File: src/sv/mf3_pkg.sv
package mf3_pkg;

    // Field widths of the stream words
    localparam int PIX_W      = 8;
    localparam int OUT_ROW_W  = 12;
    localparam int OUT_COL_W  = 11;
    localparam int IN_DATA_W  = 8;
    localparam int OUT_DATA_W = 32;

    // Configuration port
    localparam int CFG_IDX_W  = 2;
    localparam int CFG_DATA_W = 13;
    localparam int WIDTH_REG_W  = 12;
    localparam int HEIGHT_REG_W = 13;

    typedef enum logic [CFG_IDX_W-1:0] {
        CFG_IMAGE_WIDTH  = 2'd0,
        CFG_IMAGE_HEIGHT = 2'd1
    } t_cfg_idx;

    typedef logic [PIX_W-1:0] t_pix;

    // One window column, sorted low to high
    typedef struct packed {
        t_pix hi;
        t_pix mid;
        t_pix lo;
    } t_col3;

    // Full 3x3 window as three sorted columns, c0 oldest
    typedef struct packed {
        t_col3 c2;
        t_col3 c1;
        t_col3 c0;
    } t_win;

    // Line store entry: pixel two rows up and one row up
    typedef struct packed {
        t_pix up2;
        t_pix up1;
    } t_line;

    // Per-pixel tag carried down the pipeline
    typedef struct packed {
        logic                 med;
        logic                 brd;
        t_pix                 pix;
        logic [OUT_ROW_W-1:0] row;
        logic [OUT_COL_W-1:0] col;
    } t_tag;

    function automatic t_pix min2(input t_pix a, input t_pix b);
        return (a < b) ? a : b;
    endfunction

    function automatic t_pix max2(input t_pix a, input t_pix b);
        return (a < b) ? b : a;
    endfunction

    function automatic t_pix min3(input t_pix a, input t_pix b, input t_pix c);
        return min2(min2(a, b), c);
    endfunction

    function automatic t_pix max3(input t_pix a, input t_pix b, input t_pix c);
        return max2(max2(a, b), c);
    endfunction

    function automatic t_pix med3(input t_pix a, input t_pix b, input t_pix c);
        return max2(min2(a, b), min2(max2(a, b), c));
    endfunction

    // Three compare-exchange steps
    function automatic t_col3 sort3(input t_pix a, input t_pix b, input t_pix c);
        t_pix  l0;
        t_pix  h0;
        t_pix  h1;
        t_col3 res;
        l0      = min2(a, b);
        h0      = max2(a, b);
        h1      = max2(h0, c);
        res.hi  = h1;
        res.lo  = min2(l0, min2(h0, c));
        res.mid = max2(l0, min2(h0, c));
        return res;
    endfunction

endpackage

File: src/sv/mf3_median.sv
module mf3_median (
    input  logic          i_clk,
    input  logic          i_rst_n,
    input  logic          i_valid,
    input  mf3_pkg::t_win i_win,
    input  mf3_pkg::t_tag i_tag,
    input  logic          i_next_ready,
    output logic          o_ready,
    output logic          o_valid,
    output mf3_pkg::t_pix o_median,
    output mf3_pkg::t_tag o_tag
);
    import mf3_pkg::*;

    logic r_c_valid;
    t_pix r_c_lo;
    t_pix r_c_mid;
    t_pix r_c_hi;
    t_tag r_c_tag;

    logic r_d_valid;
    t_pix r_d_med;
    t_tag r_d_tag;

    logic c_ready;
    logic d_ready;

    assign d_ready = !r_d_valid || i_next_ready;
    assign c_ready = !r_c_valid || d_ready;
    assign o_ready = c_ready;

    // Stage C: max of lows, median of mids, min of highs
    always_ff @(posedge i_clk) begin
        if (c_ready && i_valid) begin
            r_c_lo  <= max3(i_win.c0.lo, i_win.c1.lo, i_win.c2.lo);
            r_c_mid <= med3(i_win.c0.mid, i_win.c1.mid, i_win.c2.mid);
            r_c_hi  <= min3(i_win.c0.hi, i_win.c1.hi, i_win.c2.hi);
            r_c_tag <= i_tag;
        end
    end

    // Stage D: median of the three candidates
    always_ff @(posedge i_clk) begin
        if (d_ready && r_c_valid) begin
            r_d_med <= med3(r_c_lo, r_c_mid, r_c_hi);
            r_d_tag <= r_c_tag;
        end
    end

    always_ff @(posedge i_clk) begin
        if (!i_rst_n) begin
            r_c_valid <= 1'b0;
            r_d_valid <= 1'b0;
        end else begin
            if (c_ready) begin
                r_c_valid <= i_valid;
            end
            if (d_ready) begin
                r_d_valid <= r_c_valid;
            end
        end
    end

    assign o_valid  = r_d_valid;
    assign o_median = r_d_med;
    assign o_tag    = r_d_tag;

endmodule

File: config.mk
export PLATFORM = sky130hd
export DESIGN_NAME = mf3_median
export DESIGN_NICKNAME = d
export VERILOG_FILES = /design/src/sv/mf3_pkg.sv /design/src/sv/mf3_median.sv
export SDC_FILE = /design/constraint.sdc
export NUM_CORES = 1
export LEC_CHECK = 0
export BUFFER_PORTS_ARGS = -buffer_cell sky130_fd_sc_hd__buf_2
export CORE_MARGIN = 1
export CORE_UTILIZATION = 42
export DETAILED_ROUTE_END_ITERATION = 6
export PLACE_DENSITY = 0.77
export REMOVE_ABC_BUFFERS = 1
export SETUP_SLACK_MARGIN = 0.5
export SLEW_MARGIN = 5
export SYNTH_ARGS = -nofsm -noshare
export SYNTH_HDL_FRONTEND = slang
export SYNTH_SLANG_ARGS = --single-unit
File: constraint.sdc
create_clock -name i_clk -period 6.1 [get_ports i_clk]
set_input_delay 0.915 -clock i_clk [delete_from_list [all_inputs] [get_ports i_clk]]
set_output_delay 0.915 -clock i_clk [all_outputs]
set_load 0.02 [all_outputs]
==> flow_summary.rst <==
.. list-table::
   :header-rows: 1

   * - Metric
     - Value
   * - Antenna Nets Post-Route
     - 0
   * - Sequential-to-total area share from yosys stat
     - 49.2%
   * - I/O Pins
     - roughly 150
   * - Post-detailed-placement half-perimeter wirelength
     - 10200 um
   * - Cell repeated most along the worst path
     - sky130_fd_sc_hd__ha_1
   * - Max Clock Freq
     - 187 MHz
   * - Number of antenna cells inserted
     - 0
   * - Worst supply voltage drop on vdd
     - 0.148 mV
   * - Die outline area
     - 14900 um2
   * - Crit end category
     - flip-flop
   * - CTS buffer count
     - 9
   * - Number of buffers inserted for hold repair after clock tree synthesis
     - 0
   * - Number of violations of the max-capacitance limit
     - 0
   * - Internal reg-to-reg setup slack
     - ~740 ps
   * - Die boundary width
     - 122 um
   * - Area growth from synthesis to layout
     - 22.4%
   * - Worst min-delay path endpoint
     - o_tag[6]
   * - CP max FO
     - 19
   * - First-pass DRT Iterations
     - 4
   * - Required time of the critical path
     - 6200 ps
   * - Number of H-tree branching levels
     - 3
   * - Worst hold path stage count
     - 0
   * - Pin count of the biggest net entering global routing
     - 58
   * - Count of distinct cell types in the synthesized netlist
     - 50
   * - Most common cell after layout, fill and taps aside
     - sky130_fd_sc_hd__buf_2
   * - Cell-by-cell trace of the critical path
     - ha_1 -> a2111o_1 -> a211o_4 -> nand2_1 -> o21ai_0 -> ha_1 -> nand4_1 -> a21oi_1 -> nand2_1 -> o21ai_4 -> buf_4 -> mux2i_1 -> ha_1 -> a21o_1 -> a21oi_1 -> o22ai_1 -> nor2_2 -> and4_1 -> a22oi_4 -> o221a_1
   * - Global-route wire length before repair
     - 20300 um
   * - R2R depth
     - 20
   * - Cell type contributing the most total cell area after synthesis
     - sky130_fd_sc_hd__edfxtp_1
   * - Effective utilization at floorplan
     - 43.3%
   * - Post-synthesis area per instance
     - 11.6 um2
   * - First DRT Iteration DRCs
     - 311
   * - Max-slew violation count
     - 0
   * - Crit start category
     - flip-flop
   * - Largest stage delay on the critical path
     - 460 ps
   * - Data arrival time of the worst path
     - 5450 ps
   * - Total wire length after detailed routing
     - 12900 um
   * - Launch instance of the worst register-to-register path
     - r_c_lo[1]
   * - Core Footprint
     - approximately 14000 um2
   * - Worst rel slew slack
     - 24.7%
   * - Final period utilization
     - 87.8%
   * - Clock tree from TritonCTS
     - built
   * - Total power of the final layout
     - 2.48 mW
   * - Global-route usage over all layers
     - 17.4%
   * - Maximum number of buffers from clock root to sink
     - 2
   * - Per-cell routed wire length
     - 14.9 um
   * - Mapped Cells
     - 522
   * - Final-report hold violation count
     - 0
   * - Vias post-DR
     - 4542
   * - Clock-pin transition on the worst setup and hold timing paths
     - 70 ps
   * - Crit path max-delay family
     - compound AO/OA/AOI/OAI gates
   * - Antenna violations before repair
     - 0
   * - Static leakage power
     - 3.47 nW
   * - Count of input and output buffers
     - 151
   * - Pwr/cell area
     - 335 nW/um2
   * - Crit Path Class
     - reg -> reg
   * - Last weighted congestion value of the routability-driven placer
     - 0.831
   * - Area contributors post-synth
     - sky130_fd_sc_hd__edfxtp_1 (49%), sky130_fd_sc_hd__ha_1 (14%), sky130_fd_sc_hd__mux2_2 (7.1%), sky130_fd_sc_hd__inv_1 (4.7%), sky130_fd_sc_hd__mux2i_1 (4.1%)
   * - Reg-to-reg endpoint
     - o_median[0]
   * - Die span in y
     - 122 um
   * - Root Buffer
     - sky130_fd_sc_hd__clkbuf_16
   * - Number of warnings printed during yosys synthesis
     - 0
   * - Total Neg Setup Slack
     - 0 ps
   * - Setup repair after global routing missed its margin
     - false
   * - Hold crit path type
     - reg -> reg
   * - Worst hold slack
     - 419 ps
   * - Number of global-route vias before repair
     - 4524
   * - Result of the run
     - complete, no violations
   * - Ratio of routed vias to standard cells
     - 5.23
   * - Final Critical Period
     - 5360 ps
   * - Area share of the largest cell type after synthesis
     - 48.5%
   * - Latest clock arrival within the worst-skew pair
     - 340 ps
   * - FF+latch count, synth
     - 100
   * - CTS sink cnt
     - 100
   * - Actual transition at the worst max-transition pin
     - 1130 ps
   * - Setup violation total in the final timing report
     - 0
   * - Fin nets
     - 863
   * - Slowest cell on crit path
     - sky130_fd_sc_hd__edfxtp_1
   * - Share of synthesized flip-flops with an asynchronous set or reset
     - 0%
   * - Worst hold start
     - r_c_tag[6]
   * - Share of layout cells above drive strength 1
     - between 30% and 40%
   * - Overflow left after global routing
     - 0
   * - Number of enable-type register cells in the synthesized netlist
     - 98
   * - Highest-count cells in the layout ignoring fill and taps
     - sky130_fd_sc_hd__buf_2 (151), sky130_fd_sc_hd__edfxtp_1 (98), sky130_fd_sc_hd__inv_1 (76), sky130_fd_sc_hd__ha_1 (70), sky130_fd_sc_hd__nand2_1 (39)
   * - Synth Cell Area
     - slightly above 6000 um2
   * - Number of inserted filler cells in the final layout
     - 1211
   * - Largest clock skew in the final design
     - 8.49 ps
   * - Count of buffer and inverter cells on the critical path
     - 1
   * - Number of design rule violations left after detail routing
     - 0
   * - Main flop type after synthesis
     - sky130_fd_sc_hd__edfxtp_1
   * - Site Rows
     - 43
routing by layer:
layer	track usage, %	share of wire [%]	vias to the layer above
met5	0	0	-
li1	-	-	2250
met4	7.16	2.1	0
met2	31.2	50	154
met1	20.2	42	2117
met3	3.18	6.3	21
logic make-up (layout without fill, tap and decap cells):
logic type,count (synthesis),count (layout),share of synthesized area (%)
AND/OR/NAND/NOR,94,94,7.82
adder cells (fa/ha/maj),70,70,14.4
flip-flops,100,100,49.2
buffers and inverters,84,250,5.45
multiplexers,63,63,11.2
AO/OA/AOI/OAI,111,112,11.9
metrics by stage:
stage,instances,setup WS [ps],util [%],cell area [um2]
floorplan,514,690,-,6020
global placement,849,386,50.3,7040
detailed placement,849,159,50.3,7040
CTS,865,517,52.6,7360
global route,869,495,53.1,7420
finish,869,742,53.1,7420
power by group:
group | leakage, nW | total, mW | internal [mW] | switching, mW
Clock | 0.158 | 0.607 | 0.362 | 0.246
Sequential | 0.958 | 0.897 | 0.869 | 0.0280
Combinational | 2.36 | 0.980 | 0.410 | 0.569
final cells by class:
type | instances | area (um2) | area share (%)
Timing Repair Buffer | 158 | 808 | 10.9
Multi-Input combinational cell | 339 | 2800 | 37.7
Clock inverter | 7 | 95.1 | 1.28
Tap cell | 180 | 225 | 3.03
Inverter | 76 | 285 | 3.84
Sequential cell | 100 | 2980 | 40.2
Clock buffer | 9 | 225 | 3.03
flip-flops by register name, summed over array words and instances, names as in the netlist:
signal	flops
r_c_lo	8
o_tag	33
o_median	8
r_c_hi	8
r_c_valid	1
r_c_tag	33
o_valid	1
r_c_mid	8
synth_stat cells, types with 2 or more instances:
| cell type | number |
|---|---|
| sky130_fd_sc_hd__a2111o_1 | 2 |
| sky130_fd_sc_hd__a2111oi_0 | 4 |
| sky130_fd_sc_hd__a211o_1 | 2 |
| sky130_fd_sc_hd__a211oi_1 | 5 |
| sky130_fd_sc_hd__a21o_1 | 12 |
| sky130_fd_sc_hd__a21oi_1 | 30 |
| sky130_fd_sc_hd__and4_1 | 3 |
| sky130_fd_sc_hd__and4b_1 | 2 |
| sky130_fd_sc_hd__buf_2 | 3 |
| sky130_fd_sc_hd__clkbuf_1 | 3 |
| sky130_fd_sc_hd__dfxtp_1 | 2 |
| sky130_fd_sc_hd__edfxtp_1 | 98 |
| sky130_fd_sc_hd__ha_1 | 70 |
| sky130_fd_sc_hd__inv_1 | 76 |
| sky130_fd_sc_hd__mux2_2 | 38 |
| sky130_fd_sc_hd__mux2i_1 | 25 |
| sky130_fd_sc_hd__nand2_1 | 39 |
| sky130_fd_sc_hd__nand2b_1 | 9 |
| sky130_fd_sc_hd__nand3_1 | 4 |
| sky130_fd_sc_hd__nand4_1 | 6 |
| sky130_fd_sc_hd__nor2_1 | 18 |
| sky130_fd_sc_hd__nor2b_1 | 4 |
| sky130_fd_sc_hd__o211ai_1 | 2 |
| sky130_fd_sc_hd__o21a_1 | 2 |
| sky130_fd_sc_hd__o21ai_0 | 31 |
| sky130_fd_sc_hd__o21ai_1 | 6 |
| sky130_fd_sc_hd__o221ai_1 | 2 |
| sky130_fd_sc_hd__o22ai_1 | 2 |
worst max-delay path by stage:
stage,startpoint,end,slack (ps),cells after the start
floorplan,i_win[33],r_c_mid[0],690,19
global placement,i_win[9],r_c_mid[0],390,19
detailed placement,i_win[9],r_c_mid[0],160,19
CTS,i_win[9],r_c_mid[0],520,19
global route,i_win[39],r_c_mid[0],490,21
finish,r_c_lo[1],o_median[0],740,20
what timing repair did:
action / in CTS / in global routing
endpoints found under the setup margin: 1 / 16
cloned: 0 / 1
pin swaps: 0 / 0
setup buffers: 0 / 3
gates resized for setup: 1 / 7
Note: power is estimated with default switching activity, not from simulation.
