`config.mk`:
```
export PLATFORM = sky130hd
export DESIGN_NAME = mf3_emit
export DESIGN_NICKNAME = d
export VERILOG_FILES = /design/src/sv/mf3_pkg.sv /design/src/sv/mf3_emit.sv
export SDC_FILE = /design/constraint.sdc
export NUM_CORES = 1
export LEC_CHECK = 0
export BUFFER_PORTS_ARGS = -buffer_cell sky130_fd_sc_hd__buf_2
export CAP_MARGIN = 25
export CORE_ASPECT_RATIO = 1.5
export CORE_MARGIN = 2
export CORE_UTILIZATION = 40
export DETAILED_ROUTE_END_ITERATION = 10
export PLACE_DENSITY_LB_ADDON = 0.3
export SLEW_MARGIN = 10
export SYNTH_ARGS = -nofsm -noshare
export SYNTH_HDL_FRONTEND = slang
export SYNTH_SLANG_ARGS = --single-unit
```
`constraint.sdc`:
```
create_clock -name i_clk -period 8.65 [get_ports i_clk]
set_input_delay 0 -clock i_clk [delete_from_list [all_inputs] [get_ports i_clk]]
set_output_delay 0 -clock i_clk [all_outputs]
set_load 0.005 [all_outputs]
```
`src/sv/mf3_pkg.sv`:
```
package mf3_pkg;

    // Field widths of the stream words
    localparam int PIX_W      = 8;
    localparam int OUT_ROW_W  = 12;
    localparam int OUT_COL_W  = 11;
    localparam int IN_DATA_W  = 8;
    localparam int OUT_DATA_W = 32;

    // Configuration port
    localparam int CFG_IDX_W  = 2;
    localparam int CFG_DATA_W = 13;
    localparam int WIDTH_REG_W  = 12;
    localparam int HEIGHT_REG_W = 13;

    typedef enum logic [CFG_IDX_W-1:0] {
        CFG_IMAGE_WIDTH  = 2'd0,
        CFG_IMAGE_HEIGHT = 2'd1
    } t_cfg_idx;

    typedef logic [PIX_W-1:0] t_pix;

    // One window column, sorted low to high
    typedef struct packed {
        t_pix hi;
        t_pix mid;
        t_pix lo;
    } t_col3;

    // Full 3x3 window as three sorted columns, c0 oldest
    typedef struct packed {
        t_col3 c2;
        t_col3 c1;
        t_col3 c0;
    } t_win;

    // Line store entry: pixel two rows up and one row up
    typedef struct packed {
        t_pix up2;
        t_pix up1;
    } t_line;

    // Per-pixel tag carried down the pipeline
    typedef struct packed {
        logic                 med;
        logic                 brd;
        t_pix                 pix;
        logic [OUT_ROW_W-1:0] row;
        logic [OUT_COL_W-1:0] col;
    } t_tag;

    function automatic t_pix min2(input t_pix a, input t_pix b);
        return (a < b) ? a : b;
    endfunction

    function automatic t_pix max2(input t_pix a, input t_pix b);
        return (a < b) ? b : a;
    endfunction

    function automatic t_pix min3(input t_pix a, input t_pix b, input t_pix c);
        return min2(min2(a, b), c);
    endfunction

    function automatic t_pix max3(input t_pix a, input t_pix b, input t_pix c);
        return max2(max2(a, b), c);
    endfunction

    function automatic t_pix med3(input t_pix a, input t_pix b, input t_pix c);
        return max2(min2(a, b), min2(max2(a, b), c));
    endfunction

    // Three compare-exchange steps
    function automatic t_col3 sort3(input t_pix a, input t_pix b, input t_pix c);
        t_pix  l0;
        t_pix  h0;
        t_pix  h1;
        t_col3 res;
        l0      = min2(a, b);
        h0      = max2(a, b);
        h1      = max2(h0, c);
        res.hi  = h1;
        res.lo  = min2(l0, min2(h0, c));
        res.mid = max2(l0, min2(h0, c));
        return res;
    endfunction

endpackage

```
`src/sv/mf3_emit.sv`:
```
module mf3_emit (
    input  logic                              i_clk,
    input  logic                              i_rst_n,
    input  logic                              i_valid,
    input  mf3_pkg::t_tag                     i_tag,
    input  mf3_pkg::t_pix                     i_median,
    output logic                              o_ready,
    output logic                              o_tvalid,
    input  logic                              i_tready,
    output mf3_pkg::t_pix                     o_pixel,
    output logic [mf3_pkg::OUT_ROW_W-1:0]     o_row,
    output logic [mf3_pkg::OUT_COL_W-1:0]     o_col,
    output logic                              o_last
);
    import mf3_pkg::*;

    logic                 r_valid;
    logic                 r_med_pend;
    logic                 r_brd_pend;
    t_pix                 r_median;
    t_pix                 r_pix;
    logic [OUT_ROW_W-1:0] r_row;
    logic [OUT_COL_W-1:0] r_col;
    logic [OUT_ROW_W-1:0] r_med_row;
    logic [OUT_COL_W-1:0] r_med_col;

    logic last_now;
    logic done;
    logic load;

    // Median word goes first, border word second
    assign last_now = !(r_med_pend && r_brd_pend);
    assign done     = r_valid && i_tready && last_now;
    assign o_ready  = !r_valid || done;
    assign load     = o_ready && i_valid && (i_tag.med || i_tag.brd);

    always_ff @(posedge i_clk) begin
        if (load) begin
            r_median  <= i_median;
            r_pix     <= i_tag.pix;
            r_row     <= i_tag.row;
            r_col     <= i_tag.col;
            r_med_row <= i_tag.row - 1'b1;
            r_med_col <= i_tag.col - 1'b1;
        end
    end

    always_ff @(posedge i_clk) begin
        if (!i_rst_n) begin
            r_valid    <= 1'b0;
            r_med_pend <= 1'b0;
            r_brd_pend <= 1'b0;
        end else if (load) begin
            r_valid    <= 1'b1;
            r_med_pend <= i_tag.med;
            r_brd_pend <= i_tag.brd;
        end else if (done) begin
            r_valid    <= 1'b0;
            r_med_pend <= 1'b0;
            r_brd_pend <= 1'b0;
        end else if (r_valid && i_tready) begin
            r_med_pend <= 1'b0;
        end
    end

    assign o_tvalid = r_valid;
    assign o_pixel  = r_med_pend ? r_median  : r_pix;
    assign o_row    = r_med_pend ? r_med_row : r_row;
    assign o_col    = r_med_pend ? r_med_col : r_col;
    assign o_last   = last_now;

endmodule

```
==> impl_metrics.toml, run 1 <==
[status]
status = "completed"

[global_routing]
grt_pass1_vias = 1843
gr-usage-all-layers_pct = 14.6
grt_pass1_wl_um = 8270
grt_max_degree = 63
grt_antenna_before_repair = 0
overflow = 0

[sta]
drv_slew = 0
max_freq_mhz = 554
timing.slew.headroom_pct = 48.7
hold_violations = 0
rsz0062_at_grt = "no"
post-route-period-util_pct = 20.9
tightestPinTransition_ns = 0.769
finalSetupTns_ns = 0
fin_skew_ns = 0.00908
period_needed_ns = 1.81
final-setup-viol-count = 0

[pwr]
p_per_area_nw_per_um2 = 183
p_comb_share_pct = 12.3
sequentialPowerShare_pct = 52.1
vdd_ir_drop_max_mv = 0.140
pwr-share-clk_pct = 35.6
power_switching_mw = 0.151
internal-power_mw = 0.564
p_leak_nw = 1.50
switching_share_pct = 21.2

[yosys]
seq_area_frac_synth_pct = 68.2
syn_area_per_cell_um2 = 16.5
yosys_warnings = 0
synth_commonest_cells = "62 x edfxtp_1, 31 x mux2_2, 14 x xnor2_1, 7 x inv_1, 7 x nand2_1"
ys_types = 26
syn-num-nets = 218
synth_most_common_cell = "edfxtp_1"
synthTopCellsByArea = "edfxtp_1 66%, mux2_2 12%, xnor2_1 4.3%"
async_flop_share_pct = 0
yosys.area.top_type = "edfxtp_1"
synth_edf_count = 62
synth_cells = 171
synth_area_um2 = 2820
synth_ff_type = "edfxtp_1"
synth_top_cell_area_share_pct = 66.0
synth-seq-cells = 65

[die]
die_y_um = 107
start_util_pct = 41.1
die_area_um2 = 7750
core-area_um2 = 6850
rows = 37
die_x_um = 72.5
ios = 79

[cells_and_area]
drive_gt1_share_pct = 43.2
finish.instance_area_um2 = 3900
antenna_cells = 0
nets = 345
syn_to_final_growth_pct = 38.4

[routing]
antenna_left = 0
drc = 0
dr.pass1.iters = 4
num_vias = 1832
wl_per_cell_um = 14.1
initialDrtViolationCount = 87
routed_wl_um = 5380
viasPerCell = 4.81

[critical_path]
critPathKind = "register to register"
critPathLaunchType = "register"
cp.arrival_ns = 1.77
worstPathMaxFanout = 62
end_kind = "register"
ff2ff_setup_slack_ns = 6.84
critPathRequiredTime_ns = 8.62

[clock_tree]
cts_resized = 0
clk_pin_slew_worst_paths_ns = 0.06
cts_tree = "done"
cts_made_buffers = 9
clock-root-buffer = "clkbuf_8"
h-tree-depth = 3
clockBufferDepth = 2
cts_num_sinks = 65
cts_setup_buffers = 0
clock_latency_ns = 0.34
hold_buffers = 40

[hold_path]
min_path_type = "primary input to register"

[place]
dp_hpwl_um = 3490
io_buffers = 78
placed_area_um2 = 3300
gp_congestion = 0.752

[job]
cap_viol_max_count = 0
==> power by group through the flow <==
stage | clock [mW] | combinational, mW | sequential [mW]
2_1_floorplan | 0 | 0.0388 | 0.379
3_3_place_gp | 0 | 0.0738 | 0.378
3_5_place_dp | 0 | 0.0746 | 0.380
4_1_cts | 0.261 | 0.0889 | 0.373
5_1_grt | 0.274 | 0.0965 | 0.374
6_report | 0.254 | 0.0879 | 0.373
==> cell type report <==
| type | count | area (um^2) |
|---|---|---|
| Clock buffer | 13 | 159 |
| Clock inverter | 3 | 40.0 |
| Fill cell | 545 | 2950 |
| Inverter | 7 | 26.3 |
| Multi-Input combinational cell | 95 | 851 |
| Sequential cell | 65 | 1920 |
| Tap cell | 78 | 97.6 |
| Timing Repair Buffer | 120 | 806 |
==> through the flow <==
stage | hold slack [ns] | utilization (%) | std cells | setup WS [ns] | total power, mW
2_1_floorplan | 0.0989 | - | 171 | 4.63 | 0.418
3_3_place_gp | 0.179 | 48.2 | 325 | 6.90 | 0.452
3_5_place_dp | 0.179 | 48.2 | 325 | 6.84 | 0.454
4_1_cts | 0.0181 | 56.9 | 381 | 6.83 | 0.723
5_1_grt | 0.0566 | 56.9 | 381 | 6.71 | 0.745
6_report | 0.0496 | 56.9 | 381 | 6.84 | 0.715
==> metal layers <==
layer	vias up	track usage [%]	wire length (um)
met1	863	15.3	2030
li1	898	-	-
met4	0	9.66	172
met5	-	0	0
met2	56	25.5	2930
met3	15	3.20	241
==> sequential cells by signal (all words and copies together) (netlist names) <==
signal / flops
r_med_row: 12
o_tvalid: 1
r_med_pend: 1
r_med_col: 11
r_brd_pend: 1
r_col: 11
r_median: 8
r_pix: 8
r_row: 12
==> logic make-up after synthesis <==
kind of cell / synth area share (%)
XOR/XNOR: 5.90
AO/OA/AOI/OAI: 2.44
multiplexers: 12.4
AND/OR/NAND/NOR: 8.30
flip-flops: 68.2
adder cells (fa/ha/maj): 0.888
buffers and inverters: 1.91
==> cells in the final DEF, fill, tap and decap left out, drive strengths merged, types with 5 or more instances in the layout <==
master       instances
buf                 80
edfxtp              62
dlygate4sd3         40
mux2                31
xnor2               14
clkbuf              13
inv                  7
nand2                7
xor2                 5
nor3                 5
==> final timing paths <==
kind / from / end / cells after the start
max: r_brd_pend / r_median[7] / 4
min: i_tready / r_med_pend / 4
max reg2reg: r_brd_pend / r_median[7] / 4
min reg2reg: r_brd_pend / r_brd_pend / 2
==> worst max-delay path, cell delays in order, from the launching register on <==
cell and delay (ns):
dfxtp_1 0.33, a21boi_2 0.16, nand2b_1 0.16, nor2b_4 0.14, buf_4 0.61
Power figures use the tool's default switching activity.
==> run 2, diff against run 1 <==
- clock period: 8.65 -> 1.6 ns (I/O delays scaled with it)
==> impl_metrics.toml, run 2 (same netlist as run 1, synthesis figures left out) <==
[routing]
wl_per_cell_um = 14.2
antenna_left = 0
viasPerCell = 4.80
dr.pass1.iters = 6
drc = 0
routed_wl_um = 5400
initialDrtViolationCount = 90
num_vias = 1818

[pwr]
p_per_area_nw_per_um2 = 918
finalPower_mw = 3.57
internal-power_mw = 2.78
p_leak_nw = 1.48
vdd_ir_drop_max_mv = 0.582
power_switching_mw = 0.788
pwr-share-clk_pct = 29.7
p_comb_share_pct = 13.9
sequentialPowerShare_pct = 56.4
switching_share_pct = 22.1

[die]
die_area_um2 = 7750
ios = 79
die_x_um = 72.5
die_y_um = 107
start_util_pct = 41.1
core-area_um2 = 6850
rows = 37

[clock_tree]
h-tree-depth = 3
cts_made_buffers = 9
cts_tree = "done"
clock_latency_ns = 0.33
cts_setup_buffers = 0
cts_num_sinks = 65
clock-root-buffer = "clkbuf_8"
clk_pin_slew_worst_paths_ns = 0.06
clockBufferDepth = 2

[cells_and_area]
syn_to_final_growth_pct = 37.9
fillers = 558
register_area_um2 = 1920
antenna_cells = 0
final_util_pct = 56.8
reg_top3 = "r_med_row (12), r_row (12)"
nets = 346
drive_gt1_share_pct = 42.5
layout_common_cells = "78 x buf_2, 62 x edfxtp_1, 40 x dlygate4sd3_1"
multi_input_area_um2 = 858
finish.instance_area_um2 = 3890
stdcell_count = 379
layout_commonest_cell = "buf_2"

[sta]
max_freq_mhz = 667
tightestPinTransition_ns = 0.456
hold_violations = 0
post-route-period-util_pct = 93.7
drv_slew = 0
final-setup-viol-count = 0
period_needed_ns = 1.50
finalSetupTns_ns = 0
fin_skew_ns = 0.0107
rsz0062_at_grt = "no"
whs_ns = 0.0318
timing.slew.headroom_pct = 69.3
fin_ws_ns = 0.101

[place]
dp_hpwl_um = 3500
gp_congestion = 0.739
dp.cells = 326
io_buffers = 78
dpl_worst_slack_ns = 0.199
placed_area_um2 = 3340

[critical_path]
worstPathMaxFanout = 4
end_kind = "register"
critPathRequiredTime_ns = 1.69
critPathLaunchType = "primary input"
critPathKind = "primary input to register"
cp.arrival_ns = 1.59

[global_routing]
grt_pass1_wl_um = 8600
grt_antenna_before_repair = 0
grt_max_degree = 35
gr-usage-all-layers_pct = 15.1
overflow = 0
grt_pass1_vias = 1910

[hold_path]
min_path_type = "primary input to register"

[status]
status = "completed"

[job]
cap_viol_max_count = 0
==> run 2: final timing paths <==
path,startpoint,endpoint,slack (ns),depth (start not counted)
max reg2reg,r_brd_pend,r_med_col[5],0.21,4
min reg2reg,r_brd_pend,r_brd_pend,0.53,2
min,i_tready,r_med_pend,0.03,4
max,i_tag[11],r_med_row[10],0.10,7
==> run 2: worst max-delay path, cell delays in order <==
cell,delay (ns)
dlygate4sd3_1,0.53
buf_2,0.15
inv_1,0.08
ha_1,0.18
nor3b_2,0.34
nand4b_1,0.16
xnor2_1,0.15
==> run 2: power groups by stage <==
stage          Clock (mW)  Combinational, mW  Sequential (mW)
2_1_floorplan           0              0.216             2.05
3_3_place_gp            0              0.415             2.04
3_5_place_dp            0              0.420             2.05
4_1_cts              1.09              0.499             2.01
5_1_grt              1.16              0.542             2.02
6_report             1.06              0.496             2.01
==> run 2: timing repair <==
action	CTS	global route
setup endpoints to repair	31	6
hold buffers	40	0
resized for setup	1	2
hold endpoints to repair	53	0
==> run 2: layout make-up <==
| cell class | count | area share, % |
|---|---|---|
| multi-input cells | 95 | 22.1 |
| flip-flops and latches | 65 | 49.4 |
| well taps | 78 | 2.51 |
| inverters | 7 | 0.676 |
| clock inverters | 3 | 0.290 |
| clock buffers | 10 | 3.28 |
| repair buffers | 121 | 21.8 |
==> run 2: layer usage <==
layer | vias up | track usage (%) | wire, um | part of all wire (%)
li1 | 895 | - | - | -
met1 | 869 | 15.9 | 2070 | 38
met2 | 46 | 26.4 | 3000 | 56
met3 | 8 | 3.38 | 190 | 3.5
met4 | 0 | 9.52 | 133 | 2.5
met5 | - | 0 | 0 | 0
==> run 3, diff against run 2 <==
- CORE_UTILIZATION: 40 -> 47
==> impl_metrics.toml, run 3 (same netlist as run 1, synthesis figures left out) <==
[cells_and_area]
nets = 346
antenna_cells = 0
reg_top3 = "r_med_row (12), r_row (12)"
final_util_pct = 67.9
layout_common_cells = "78 x buf_2, 62 x edfxtp_1, 40 x dlygate4sd3_1"
layout_commonest_cell = "buf_2"
drive_gt1_share_pct = 43.1
stdcell_count = 376
syn_to_final_growth_pct = 39.3
fillers = 423

[sta]
final-setup-viol-count = 0
post-route-period-util_pct = 94.3
fin_ws_ns = 0.0913
rsz0062_at_grt = "no"
fin_skew_ns = 0.00449
max_freq_mhz = 663
tightestPinTransition_ns = 0.433
hold_violations = 0
timing.slew.headroom_pct = 70.8
period_needed_ns = 1.51
drv_slew = 0

[job]
cap_viol_max_count = 0

[clock_tree]
cts_tree = "done"
h-tree-depth = 3
clk_pin_slew_worst_paths_ns = 0.06
clock_latency_ns = 0.33
clockBufferDepth = 2
clock-root-buffer = "clkbuf_8"
cts_made_buffers = 9
cts_num_sinks = 65

[pwr]
power_switching_mw = 0.795
p_per_area_nw_per_um2 = 960
internal-power_mw = 2.97
switching_share_pct = 21.1
finalPower_mw = 3.77
p_leak_nw = 1.51
sequentialPowerShare_pct = 53.5
vdd_ir_drop_max_mv = 0.635
p_comb_share_pct = 13.2
pwr-share-clk_pct = 33.4

[place]
dpl_worst_slack_ns = 0.208
dp.cells = 320
dp_hpwl_um = 3370
io_buffers = 78
gp_congestion = 0.694

[die]
die_area_um2 = 6650
die_x_um = 67.2
ios = 79
start_util_pct = 48.7
die_y_um = 98.9
rows = 34
core-area_um2 = 5790

[routing]
drc = 0
initialDrtViolationCount = 78
routed_wl_um = 5350
num_vias = 1852
viasPerCell = 4.93
antenna_left = 0
dr.pass1.iters = 4
wl_per_cell_um = 14.2

[critical_path]
cp.arrival_ns = 1.58
worstPathMaxFanout = 4
end_kind = "register"
critPathKind = "primary input to register"
critPathLaunchType = "primary input"
critPathRequiredTime_ns = 1.67

[global_routing]
overflow = 0
grt_pass1_wl_um = 8460
gr-usage-all-layers_pct = 17.7
grt_pass1_vias = 1906
grt_antenna_before_repair = 0
grt_max_degree = 35

[status]
status = "completed"

[hold_path]
min_path_type = "primary input to register"
-- run 3: cell count changes in the layout (fill, tap and decap cells not counted), sizes merged --
cell,before,now
clkbuf,10,12
bufinv,0,1
-- run 3: worst paths after layout --
path / from / endpoint / slack (ns) / depth (start not counted)
setup / recovery: i_tag[11] / r_med_row[10] / 0.09 / 7
hold / removal: i_tready / r_med_pend / 0.04 / 4
setup reg to reg: r_brd_pend / r_col[8] / 0.18 / 4
hold reg to reg: r_brd_pend / r_brd_pend / 0.57 / 2
-- run 3: repair_timing --
action	in CTS	in global routing
hold endpoints to repair	50	0
gates resized for setup	1	3
setup buffers	0	0
hold buffers	40	0
setup endpoints to repair	31	31
-- run 3: metrics by stage --
stage,hold WS (ns),setup TNS (ns),instance area (um^2)
finish,0.0429,0,3930
global route,0.0505,0,3930
CTS,0.0311,0,3920
detailed placement,0.178,0,3330
global placement,0.179,0,3330
floorplan,0.0989,-30.51,2840
-- run 3: layout make-up --
class / instances / area, um^2 / area share, %
timing repair buffer: 121 / 851 / 21.7
clock buffer: 12 / 135 / 3.44
inverter: 7 / 26.3 / 0.669
clock inverter: 4 / 43.8 / 1.12
tap: 72 / 90.1 / 2.29
sequential: 65 / 1920 / 48.9
multi-input combinational: 95 / 858 / 21.9
-- run 3: critical path, cell delays in order --
cell and delay, ns:
dlygate4sd3_1 0.53, buf_2 0.15, inv_1 0.07, ha_1 0.18
nor3b_2 0.33, nand4b_1 0.16, xnor2_1 0.16
-- run 3: power groups by stage --
stage / clock network [mW] / registers (mW) / logic [mW]
final: 1.26 / 2.02 / 0.496
after global routing: 1.37 / 2.02 / 0.543
after CTS: 1.30 / 2.02 / 0.493
after detailed placement: 0 / 2.05 / 0.413
after global placement: 0 / 2.04 / 0.408
after floorplan: 0 / 2.05 / 0.216
-- run 3: routing by layer --
layer  wire length [um]  track usage [%]
met1               2020             18.4
met2               2950             31.4
met3                211             3.77
met4                174             10.7
met5                  0                0
